$ cat src/rtl/differential_drive_odometry_top_defines.svh
// Assertion macros used by the odometry sequencer.
`ifndef DIFFERENTIAL_DRIVE_ODOMETRY_TOP_DEFINES_SVH
`define DIFFERENTIAL_DRIVE_ODOMETRY_TOP_DEFINES_SVH
`ifndef NO_ASSERTIONS
// Check a property while out of reset.
`define DDO_ASSERT(lbl, clk, rst_n, prop) \
    lbl: assert property (@(posedge clk) disable iff (!rst_n) prop) \
        else $error("%m: check failed");
// Check a property on every edge, reset included.
`define DDO_ASSERT_ALWAYS(lbl, clk, prop) \
    lbl: assert property (@(posedge clk) prop) \
        else $error("%m: check failed");
`else
`define DDO_ASSERT(lbl, clk, rst_n, prop)
`define DDO_ASSERT_ALWAYS(lbl, clk, prop)
`endif
`endif

$ cat src/rtl/ddo_pkg.sv
// Types, constants and elaboration helpers for the odometry block.
package ddo_pkg;

    localparam int SC_FRAC   = 48;
    localparam int SW        = 52;
    localparam int MUL_AW    = 48;
    localparam int MUL_BW    = 64;
    localparam int MUL_CHUNK = 16;
    localparam int MUL_STEPS = MUL_AW / MUL_CHUNK;
    localparam int MUL_PW    = MUL_AW + MUL_BW;
    localparam int DIV_NW    = 94;
    localparam int DIV_DW    = 64;

    localparam logic [63:0] PI_Q60       = 64'h3243F6A8885A308D;
    localparam logic [63:0] INV_GAIN_Q62 = 64'd2800459870029452954;
    localparam logic [SW-1:0] CORDIC_X0 =
        SW'((INV_GAIN_Q62 + (64'd1 << (61 - SC_FRAC))) >> (62 - SC_FRAC));
    localparam logic [31:0] TWO_PI_Q29 = 32'((PI_Q60 + (64'd1 << 29)) >> 30);
    localparam logic [MUL_PW-1:0] LIM48 = MUL_PW'(64'h0001_0000_0000_0000);
    localparam logic [63:0] RAD_MAX = 64'h0000_7FFF_FFFF_FFFF;

    typedef struct packed {
        logic signed [31:0] left_distance;
        logic signed [31:0] right_distance;
    } t_in_beat;

    typedef struct packed {
        logic signed [47:0] new_x;
        logic signed [47:0] new_y;
        logic [31:0]        new_heading;
        logic               straight_move;
    } t_out_beat;

    typedef enum logic [3:0] {
        OP_ZMUL0 = 4'd0,
        OP_ZMUL1 = 4'd1,
        OP_COR0  = 4'd2,
        OP_COR1  = 4'd3,
        OP_TURN  = 4'd4,
        OP_RMUL  = 4'd5,
        OP_RDIV  = 4'd6,
        OP_MULX  = 4'd7,
        OP_MULY  = 4'd8
    } t_op;

    typedef struct packed {
        logic load;
        logic start;
        t_op  op;
        logic commit;
    } t_cmd;

    typedef struct packed {
        logic done;
        logic busy;
        logic straight;
    } t_status;

    // atan(2^-i) in Q.62 from the alternating series; elaboration use only.
    function automatic logic [63:0] atan_q62(input int unsigned i);
        logic [63:0] acc;
        int          e;
        acc = '0;
        if (i == 0) return PI_Q60;
        for (int k = 0; k < 64; k++) begin
            e = 62 - int'(i) * (2 * k + 1);
            if (e >= 0) begin
                if ((k & 1) != 0) acc = acc - ((64'd1 << e) / 64'(2 * k + 1));
                else acc = acc + ((64'd1 << e) / 64'(2 * k + 1));
            end
        end
        return acc;
    endfunction

endpackage

$ cat src/rtl/ddo_ctrl.sv
// Sequencer that steps the odometry datapath through one update.
`include "differential_drive_odometry_top_defines.svh"
module ddo_ctrl (
    input  logic             i_clk,
    input  logic             i_rst_n,
    input  logic             i_in_valid,
    output logic             o_in_ready,
    output logic             o_out_valid,
    input  logic             i_out_ready,
    output ddo_pkg::t_cmd    o_cmd,
    input  ddo_pkg::t_status i_status
);
    import ddo_pkg::*;

    typedef enum logic [10:0] {
        ST_IDLE = 11'b00000000001,
        ST_Z0   = 11'b00000000010,
        ST_C0   = 11'b00000000100,
        ST_TURN = 11'b00000001000,
        ST_RMUL = 11'b00000010000,
        ST_RDIV = 11'b00000100000,
        ST_Z1   = 11'b00001000000,
        ST_C1   = 11'b00010000000,
        ST_MX   = 11'b00100000000,
        ST_MY   = 11'b01000000000,
        ST_OUT  = 11'b10000000000
    } t_state;

    t_state r_state, n_state;
    logic   r_out_valid, n_out_valid;
    logic   has_op;
    t_op    next_op;

    always_comb begin
        n_state     = r_state;
        o_cmd       = '0;
        n_out_valid = r_out_valid && !i_out_ready;
        case (r_state)
            ST_IDLE: begin
                if (i_in_valid) begin
                    o_cmd.load = 1'b1;
                    n_state    = ST_Z0;
                end
            end
            ST_Z0:   if (i_status.done) n_state = ST_C0;
            ST_C0:   if (i_status.done) n_state = i_status.straight ? ST_MX : ST_TURN;
            ST_TURN: if (i_status.done) n_state = ST_RMUL;
            ST_RMUL: if (i_status.done) n_state = ST_RDIV;
            ST_RDIV: if (i_status.done) n_state = ST_Z1;
            ST_Z1:   if (i_status.done) n_state = ST_C1;
            ST_C1:   if (i_status.done) n_state = ST_MX;
            ST_MX:   if (i_status.done) n_state = ST_MY;
            ST_MY:   if (i_status.done) n_state = ST_OUT;
            ST_OUT: begin
                // hold until the output slot is free
                if (!r_out_valid || i_out_ready) begin
                    o_cmd.commit = 1'b1;
                    n_out_valid  = 1'b1;
                    n_state      = ST_IDLE;
                end
            end
            default: n_state = ST_IDLE;
        endcase

        has_op  = 1'b1;
        next_op = OP_ZMUL0;
        case (n_state)
            ST_Z0:   next_op = OP_ZMUL0;
            ST_C0:   next_op = OP_COR0;
            ST_TURN: next_op = OP_TURN;
            ST_RMUL: next_op = OP_RMUL;
            ST_RDIV: next_op = OP_RDIV;
            ST_Z1:   next_op = OP_ZMUL1;
            ST_C1:   next_op = OP_COR1;
            ST_MX:   next_op = OP_MULX;
            ST_MY:   next_op = OP_MULY;
            default: has_op  = 1'b0;
        endcase
        o_cmd.op    = next_op;
        o_cmd.start = has_op && (n_state != r_state);
    end

    always_ff @(posedge i_clk) begin
        if (!i_rst_n) begin
            r_state     <= ST_IDLE;
            r_out_valid <= 1'b0;
        end else begin
            r_state     <= n_state;
            r_out_valid <= n_out_valid;
        end
    end

    assign o_in_ready  = (r_state == ST_IDLE);
    assign o_out_valid = r_out_valid;

    `DDO_ASSERT(a_start_unit_free, i_clk, i_rst_n, o_cmd.start |-> !i_status.busy)
    `DDO_ASSERT(a_done_in_op, i_clk, i_rst_n,
                i_status.done |-> (r_state != ST_IDLE && r_state != ST_OUT))
    `DDO_ASSERT(a_accept_starts, i_clk, i_rst_n,
                (i_in_valid && o_in_ready) |=> (r_state == ST_Z0 && i_status.busy))
    `DDO_ASSERT_ALWAYS(a_reset_idle, i_clk, !i_rst_n |=> (r_state == ST_IDLE && !r_out_valid))

endmodule

$ cat config.mk
export PLATFORM = sky130hd
export DESIGN_NAME = ddo_ctrl
export DESIGN_NICKNAME = d
export VERILOG_FILES = /design/src/rtl/ddo_pkg.sv /design/src/rtl/ddo_ctrl.sv
export VERILOG_INCLUDE_DIRS = /design/src /design/src/rtl
export SDC_FILE = /design/constraint.sdc
export NUM_CORES = 1
export LEC_CHECK = 0
export BUFFER_PORTS_ARGS = -buffer_cell sky130_fd_sc_hd__buf_2
export CORE_MARGIN = 3
export CORE_UTILIZATION = 53
export DETAILED_ROUTE_END_ITERATION = 8
export GPL_TIMING_DRIVEN = 0
export PLACE_DENSITY = 0.74
export REMOVE_ABC_BUFFERS = 1
export SETUP_SLACK_MARGIN = 0.5
export SYNTH_ARGS = -nofsm -noshare
export SYNTH_HDL_FRONTEND = slang
export SYNTH_SLANG_ARGS = --single-unit
export TNS_END_PERCENT = 5
$ cat constraint.sdc
create_clock -name i_clk -period 2.6 [get_ports i_clk]
set_clock_uncertainty 0.15 [all_clocks]
set_input_delay 0.13 -clock i_clk [delete_from_list [all_inputs] [get_ports i_clk]]
set_output_delay 0.13 -clock i_clk [all_outputs]
set_load 0.005 [all_outputs]
Word level (Yosys, flattened, before mapping). Index checks and enable logic that the tools add are counted.

Register bits: 12. Bits of input ports: 7. Logic and storage cells: 50. Output and inout port bits: 9.

Reduce and logical (&&, ||, !) cells: 6. Equality and inequality tests: 21. Muxes and demuxes: 21.

Operators by type and width (count): $mux W11 (11); $pmux W11 S11 (1); $pmux W4 S8 (1); $eq A11 B10 Y1 const B (2); $eq A11 B2 Y1 const B (2); $eq A11 B3 Y1 const B (2); $eq A11 B4 Y1 const B (2); $eq A11 B5 Y1 const B (2); $eq A11 B6 Y1 const B (2); $eq A11 B7 Y1 const B (2); $eq A11 B8 Y1 const B (2); $eq A11 B9 Y1 const B (2); $eq A11 B1 Y1 const B (1); $eq A11 B11 Y1 const B (1); $ne A11 B11 Y1 (1); $mux W9 (1); $reduce_or A9 Y1 (1); $mux W1 (7); $logic_and A1 B1 Y1 (2); $logic_not A1 Y1 (2); $logic_or A1 B1 Y1 (1).

Logic depth before layout (Yosys ltp). Gate-level depths: netlist of run 1.

Depth after elaboration: 8. Depth in mapped cells: 8.

Worst setup path before layout of run 1. Ideal clock, no wire load.

Kind: register to output. Start point: register r_state[5]. End point: output o_cmd[5] (netlist bit). Data required time: 2.320 ns. Setup slack: 0.561 ns. Cell stages (with the launch flop): 9. Arrival time: 1.759 ns. Cells stage by stage: dfxtp_1 -> buf_6 -> nor4_4 -> buf_6 -> o2111ai_2 -> a21o_1 -> a211o_1 -> nand4_2 -> o22a_1.

RTL lines: start: declaration (line ddo_ctrl.sv:29) `t_state r_state, n_state;`; start signal: assignment (line ddo_ctrl.sv:88) `r_state <= n_state;`; end: declaration (line ddo_ctrl.sv:10) `output ddo_pkg::t_cmd o_cmd,`.

==> flow_metrics.env, run 1 <==
export IMPL_start_util=0.5767
export IMPL_hold_class="in2reg"
export IMPL_relSlewSlack=0.7098
export IMPL_grt_max_degree=19
export IMPL_grt_use_total=0.3122
export IMPL_dieWidth_um=52.91
export IMPL_ff_latch_area_um2=274.0
export IMPL_worst_slack_ps=56.15
export IMPL_busiest_layer="met2"
export IMPL_num_antenna_cells=0
export IMPL_layout_commonest_cell="buf_4"
export IMPL_gr_total_overflow=0
export IMPL_antenna_found_initial=0
export IMPL_met1_usage=0.3846
export IMPL_synthCells=152
export IMPL_cts_tree="done"
export IMPL_wl_per_cell_um=19.69
export IMPL_ys_ff_latch=12
export IMPL_met2_usage=0.5062
export IMPL_cp_start_kind="flop"
export IMPL_dp_slack_ps=-43.50
export IMPL_ir_drop_uv=262.3
export IMPL_yosys_warnings=0
export IMPL_rr_endpoint="r_state[1]$_SDFF_PN0_"
export IMPL_grt_pass1_wl_um=6513
export IMPL_rsz0062_at_grt="yes"
export IMPL_min_to="o_out_valid$_SDFF_PN0_"
export IMPL_num_io_pins=16
export IMPL_fmax_mhz=393.1
export IMPL_post_drt_via_cell_ratio=6.883
export IMPL_period_minus_slack_ps=2544
export IMPL_finalWeightedCongestion=0.9450
export IMPL_finalWirelength_um=4213
export IMPL_dr_pass1_iters=5
export IMPL_final_net_count=195
export IMPL_yosysSeqAreaShare=0.2060
export IMPL_multi_input_area_um2=914.6
export IMPL_clk_insertion_delay_late_ps=280
export IMPL_clk_path_buf_depth=2
export IMPL_setup_viol=0
export IMPL_cts_sinks=12
export IMPL_core_um2=2022
export IMPL_leakage_nw=0.6638
export IMPL_power_uw=469.3
export IMPL_grt_pass1_vias=1372
export IMPL_pwr_density_cell_nw_per_um2=291.6
export IMPL_outcome="completed"
export IMPL_drt_initial_drc_count=121
export IMPL_worst_pin_slew_ps=429.3
export IMPL_worst_setup_path_end_kind="primary output"
export IMPL_io_buffers=14
export IMPL_cap_viol_max_count=0
export IMPL_yosysUniqueCellTypes=54
export IMPL_ant_nets=0
export IMPL_holdWs_ps=54.52
export IMPL_slew_violations=0
export IMPL_r2r_cells=7
export IMPL_syn_to_final_growth_pct=37.98
export IMPL_fill_cells=129
export IMPL_root_buffer="clkbuf_4"
export IMPL_synthArstFlopShare=0
export IMPL_r2r_slack_ps=510
export IMPL_ys_flop_type="dfxtp_1"
export IMPL_dieArea_um2=2799
export IMPL_final_util=0.7958
export IMPL_grt_use_met3=0.04507
export IMPL_cts_htree_levels=1
export IMPL_drive_above_1_share=0.4545
export IMPL_critPathRequiredTime_ps=2320
export IMPL_postSynthAreaPerCell_um2=7.672
export IMPL_row_count=16
export IMPL_synth_edf_count=0
export IMPL_die_h_um=52.91
export IMPL_timing_setup_tns_ps=0
export IMPL_cp_arrival_ps=2260
export IMPL_hold_viol_final=0
export IMPL_cts_made_buffers=3
export IMPL_syn_area_um2=1166
export IMPL_vias=1473
export IMPL_critPathMaxFanout=8
export IMPL_hold_depth=3
export IMPL_fin_crit_sh=0.9784
export IMPL_path_clk_slew_ps=80
export IMPL_min_from="i_out_ready"
export IMPL_r2r_start="r_state[5]$_SDFF_PN0_"
export IMPL_hpwl_um=2227
export IMPL_drc=0
export IMPL_final_cell_mix="buf_4, nor2_1, buf_2"
export IMPL_worstSetupPathType="reg2out"
## cell families (layout without fill, tap and decap cells)
kind of cell | count (synthesis) | in the layout | share of synthesized area
simple gates | 76 | 76 | 0.4110
compound gates | 36 | 36 | 0.2307
buf+inv | 21 | 56 | 0.09764
flops | 12 | 12 | 0.2060
xor+xnor | 6 | 6 | 0.04506
mux | 1 | 1 | 0.009656
## cells in the mapped netlist (2+ instances only)
| cell type | instances | area (um2) |
|---|---|---|
| nor2_1 | 17 | 63.81 |
| dfxtp_1 | 12 | 240.2 |
| nand3_1 | 10 | 50.05 |
| nand4_1 | 9 | 56.30 |
| buf_2 | 7 | 35.03 |
| inv_1 | 7 | 26.28 |
| o21ai_0 | 7 | 35.03 |
| nand2_1 | 6 | 22.52 |
| nor2b_1 | 5 | 31.28 |
| xor2_1 | 5 | 43.79 |
| nor4b_1 | 4 | 35.03 |
| a21oi_1 | 3 | 15.01 |
| a31oi_1 | 3 | 18.77 |
| and2_1 | 3 | 18.77 |
| buf_6 | 3 | 33.78 |
| clkbuf_1 | 3 | 11.26 |
| nor3_1 | 3 | 15.01 |
| a211oi_1 | 2 | 15.01 |
| a21boi_0 | 2 | 15.01 |
| a2bb2oi_1 | 2 | 17.52 |
| nand2b_1 | 2 | 12.51 |
| nand4_2 | 2 | 25.02 |
| nand4b_1 | 2 | 17.52 |
| nor4_4 | 2 | 42.54 |
| o41ai_1 | 2 | 17.52 |
## what timing repair did
action                                  CTS  global route
setup buffers                            26             4
gates cloned                              0             0
pin swaps                                14             9
hold buffers                              1             0
endpoints found under the hold margin     1             0
endpoints found under the setup margin   15             9
gates resized for setup                  36             7
## worst max-delay path by stage
stage | start | to | slack, ps | depth (start not counted)
after detailed placement | r_state[5]$_SDFF_PN0_ | o_cmd[5] | -40 | 7
after global placement | r_state[5]$_SDFF_PN0_ | o_cmd[5] | -30 | 7
after floorplan | r_state[5]$_SDFF_PN0_ | o_cmd[5] | 440 | 6
final | r_state[3]$_SDFF_PN0_ | o_cmd[5] | 60 | 10
after global routing | r_state[6]$_SDFF_PN0_ | o_cmd[5] | -10 | 10
after CTS | r_state[7]$_SDFF_PN0_ | o_cmd[5] | 200 | 9
## registers in the layout, summed over array words and instances, names as in the netlist
signal       count
o_out_valid      1
r_state         11
## worst max-delay path, cell delays in order, from the launching register on
cell and delay, ps:
dfxtp_4 430, nor4_4 60, buf_6 140, buf_4 130, nand4_2 110, nand3_2 150
buf_4 190, o211ai_1 260, nand4_2 140, o22a_1 250, buf_2 130
## where the power goes
group	internal, mW	switching [mW]
logic	0.0624	0.0639
clock network	0.0852	0.0651
registers	0.182	0.0107
total	0.329	0.140
## stage by stage
stage                     area [um2]  std cells
final                           1609        214
after global routing            1609        214
after global placement          1182        179
after detailed placement        1182        179
after CTS                       1545        210
after floorplan                 1079        138
## metal layers
metal  vias up  routed length (um)  part of all wire
met5         -                   0                 0
met3        36                 430              0.10
met4         0                 264             0.063
met1       678                1585              0.38
met2       121                1933              0.46
li1        638                   -                 -
## layout make-up
type / instances / area share
clock buffer: 4 / 0.02255
inverter: 7 / 0.01633
multi-input combinational: 119 / 0.5684
sequential: 12 / 0.1703
tap: 27 / 0.02100
timing repair buffer: 45 / 0.2014
Note: power is estimated with default switching activity, not from simulation.
==> run 2: changes to the inputs <==
Settings changed: BUFFER_PORTS_ARGS -buffer_cell sky130_fd_sc_hd__buf_2 to default, DONT_BUFFER_PORTS from default to 1, PLACE_DENSITY 0.74 to 0.71.
Clock period 2.6 ns to 2.15 ns, I/O delays scaled along.
==> run 2 against run 1 <==
- the run now ends with hold timing, setup timing left
- sequential power increased by 20%
- clock-buffer cell count stayed put
- final cell count decreased by 7.9%
- clock power is 16% higher
- setup slack worse by 330 ps
- combinational power is 17% higher
- via count down 4.0%
- critical path depth fell by 3
- global-route usage rose by 1.8 points
- die area did not move
- first-iteration DRC count rose by 14%
- critical path type unchanged
- critical endpoint unchanged
- largest cell class unchanged
- largest power group unchanged
==> flow_metrics.env, run 2 (same netlist as run 1, synthesis figures left out) <==
export IMPL_finalWeightedCongestion=0.9253
export IMPL_post_drt_via_cell_ratio=7.178
export IMPL_power_uw=553.8
export IMPL_timing_setup_tns_ps=-586.3
export IMPL_cts_sinks=12
export IMPL_worst_pin_slew_ps=407.4
export IMPL_row_count=16
export IMPL_root_buffer="clkbuf_4"
export IMPL_layout_commonest_cell="buf_4"
export IMPL_critPathMaxFanout=4
export IMPL_outcome="finished with violations"
export IMPL_seqPwrFrac=0.419
export IMPL_hpwl_um=2144
export IMPL_grt_use_met3=0.07887
export IMPL_start_util=0.5767
export IMPL_dp_cells=165
export IMPL_grt_max_degree=15
export IMPL_cap_viol_max_count=0
export IMPL_io_buffers=0
export IMPL_setup_viol=4
export IMPL_met1_usage=0.4058
export IMPL_cts_tree="done"
export IMPL_worst_setup_path_end_kind="primary output"
export IMPL_path_clk_slew_ps=70
export IMPL_dieWidth_um=52.91
export IMPL_worstSetupPathType="reg2out"
export IMPL_core_um2=2022
export IMPL_holdWs_ps=-7.904
export IMPL_num_io_pins=16
export IMPL_period_minus_slack_ps=2424
export IMPL_antenna_found_initial=0
export IMPL_busiest_layer="met2"
export IMPL_p_int_uw=390.5
export IMPL_p_sw_uw=163.3
export IMPL_hold_viol_final=1
export IMPL_critPathRequiredTime_ps=1890
export IMPL_drc=0
export IMPL_die_h_um=52.91
export IMPL_leakage_nw=0.5985
export IMPL_violations="hold timing, setup timing"
export IMPL_ir_drop_uv=400.4
export IMPL_dieArea_um2=2799
export IMPL_stdcell_count=197
export IMPL_final_cell_mix="buf_4, nor2_1, nand4_1, dfxtp_4, nand3_1"
export IMPL_p_sw_frac=0.2949
export IMPL_cts_htree_levels=1
export IMPL_hold_class="in2reg"
export IMPL_syn_to_final_growth_pct=36.16
export IMPL_cp_arrival_ps=2170
export IMPL_fmax_mhz=412.5
export IMPL_slew_violations=0
export IMPL_relSlewSlack=0.7275
export IMPL_grt_use_total=0.3306
export IMPL_clk_insertion_delay_late_ps=260
export IMPL_vias=1414
export IMPL_fin_crit_sh=1.127
export IMPL_finalWirelength_um=4300
export IMPL_grt_pass1_vias=1440
export IMPL_dr_pass1_iters=5
export IMPL_cp_start_kind="flop"
export IMPL_wl_per_cell_um=21.83
export IMPL_num_antenna_cells=0
export IMPL_drive_above_1_share=0.4353
export IMPL_final_net_count=178
export IMPL_pwr_density_cell_nw_per_um2=348.8
export IMPL_clkPwrFrac=0.314
export IMPL_met2_usage=0.5227
export IMPL_rsz0062_at_grt="yes"
export IMPL_cts_made_buffers=3
export IMPL_worst_slack_ps=-274.0
export IMPL_drt_initial_drc_count=138
export IMPL_ctsHoldBuffers=4
export IMPL_largest_reg_flops=11
export IMPL_grt_pass1_wl_um=6865
export IMPL_ant_nets=0
export IMPL_clk_path_buf_depth=2
export IMPL_power_frac_comb=0.267
export IMPL_gr_total_overflow=0
export IMPL_top_register="r_state"
run 2: power by group through the flow:
stage	clock network [mW]	logic [mW]	registers [mW]
floorplan	0	0.0723	0.242
global placement	0	0.0842	0.245
detailed placement	0	0.0850	0.246
CTS	0.179	0.133	0.230
global route	0.196	0.159	0.232
finish	0.174	0.148	0.232
run 2: cell type report:
| class | count | area (um2) |
|---|---|---|
| well taps | 27 | 33.78 |
| inverters | 7 | 26.28 |
| clock buffers | 4 | 36.28 |
| multi-input cells | 119 | 977.2 |
| fillers | 129 | 434.2 |
| flip-flops and latches | 12 | 276.5 |
| repair buffers | 28 | 237.7 |
run 2: through the flow:
stage          setup slack (ps)  utilization  area, um2
2_1_floorplan             15.90            -       1079
3_3_place_gp             -427.0       0.5501       1112
3_5_place_dp             -419.4       0.5501       1112
4_1_cts                  -185.6       0.7531       1523
5_1_grt                  -380.0       0.7853       1588
6_report                 -274.0       0.7853       1588
run 2: final timing paths:
| path | slack, ps | end | startpoint | cells past startpoint |
|---|---|---|---|---|
| worst min register to register | 380 | o_out_valid$_SDFF_PN0_ | o_out_valid$_SDFF_PN0_ | 2 |
| worst max-delay path | -270 | o_cmd[5] | r_state[5]$_SDFF_PN0_ | 7 |
| worst min-delay path | -8 | r_state[3]$_SDFF_PN0_ | i_status[0] | 3 |
| worst max register to register | 100 | r_state[5]$_SDFF_PN0_ | r_state[5]$_SDFF_PN0_ | 7 |
run 2: layer usage:
| metal | vias to the layer above | part of all wire | wire length [um] |
|---|---|---|---|
| li1 | 611 | - | - |
| met1 | 638 | 0.37 | 1599 |
| met2 | 134 | 0.46 | 1983 |
| met3 | 31 | 0.13 | 541 |
| met4 | 0 | 0.041 | 175 |
| met5 | - | 0 | 0 |
run 2: what timing repair did:
item / 4_1_cts / 5_1_grt
setup buffers: 22 / 2
pin swaps: 20 / 19
hold endpoints to repair: 12 / 1
gates resized for setup: 48 / 12
setup endpoints to repair: 20 / 20
run 2: worst max-delay path: stages, from the launching register on:
cell and delay (ps):
dfxtp_4 360, nor4_4 340, buf_4 210, o2111ai_2 110
a21o_1 250, a311o_1 320, nand4_1 140, o22a_1 160
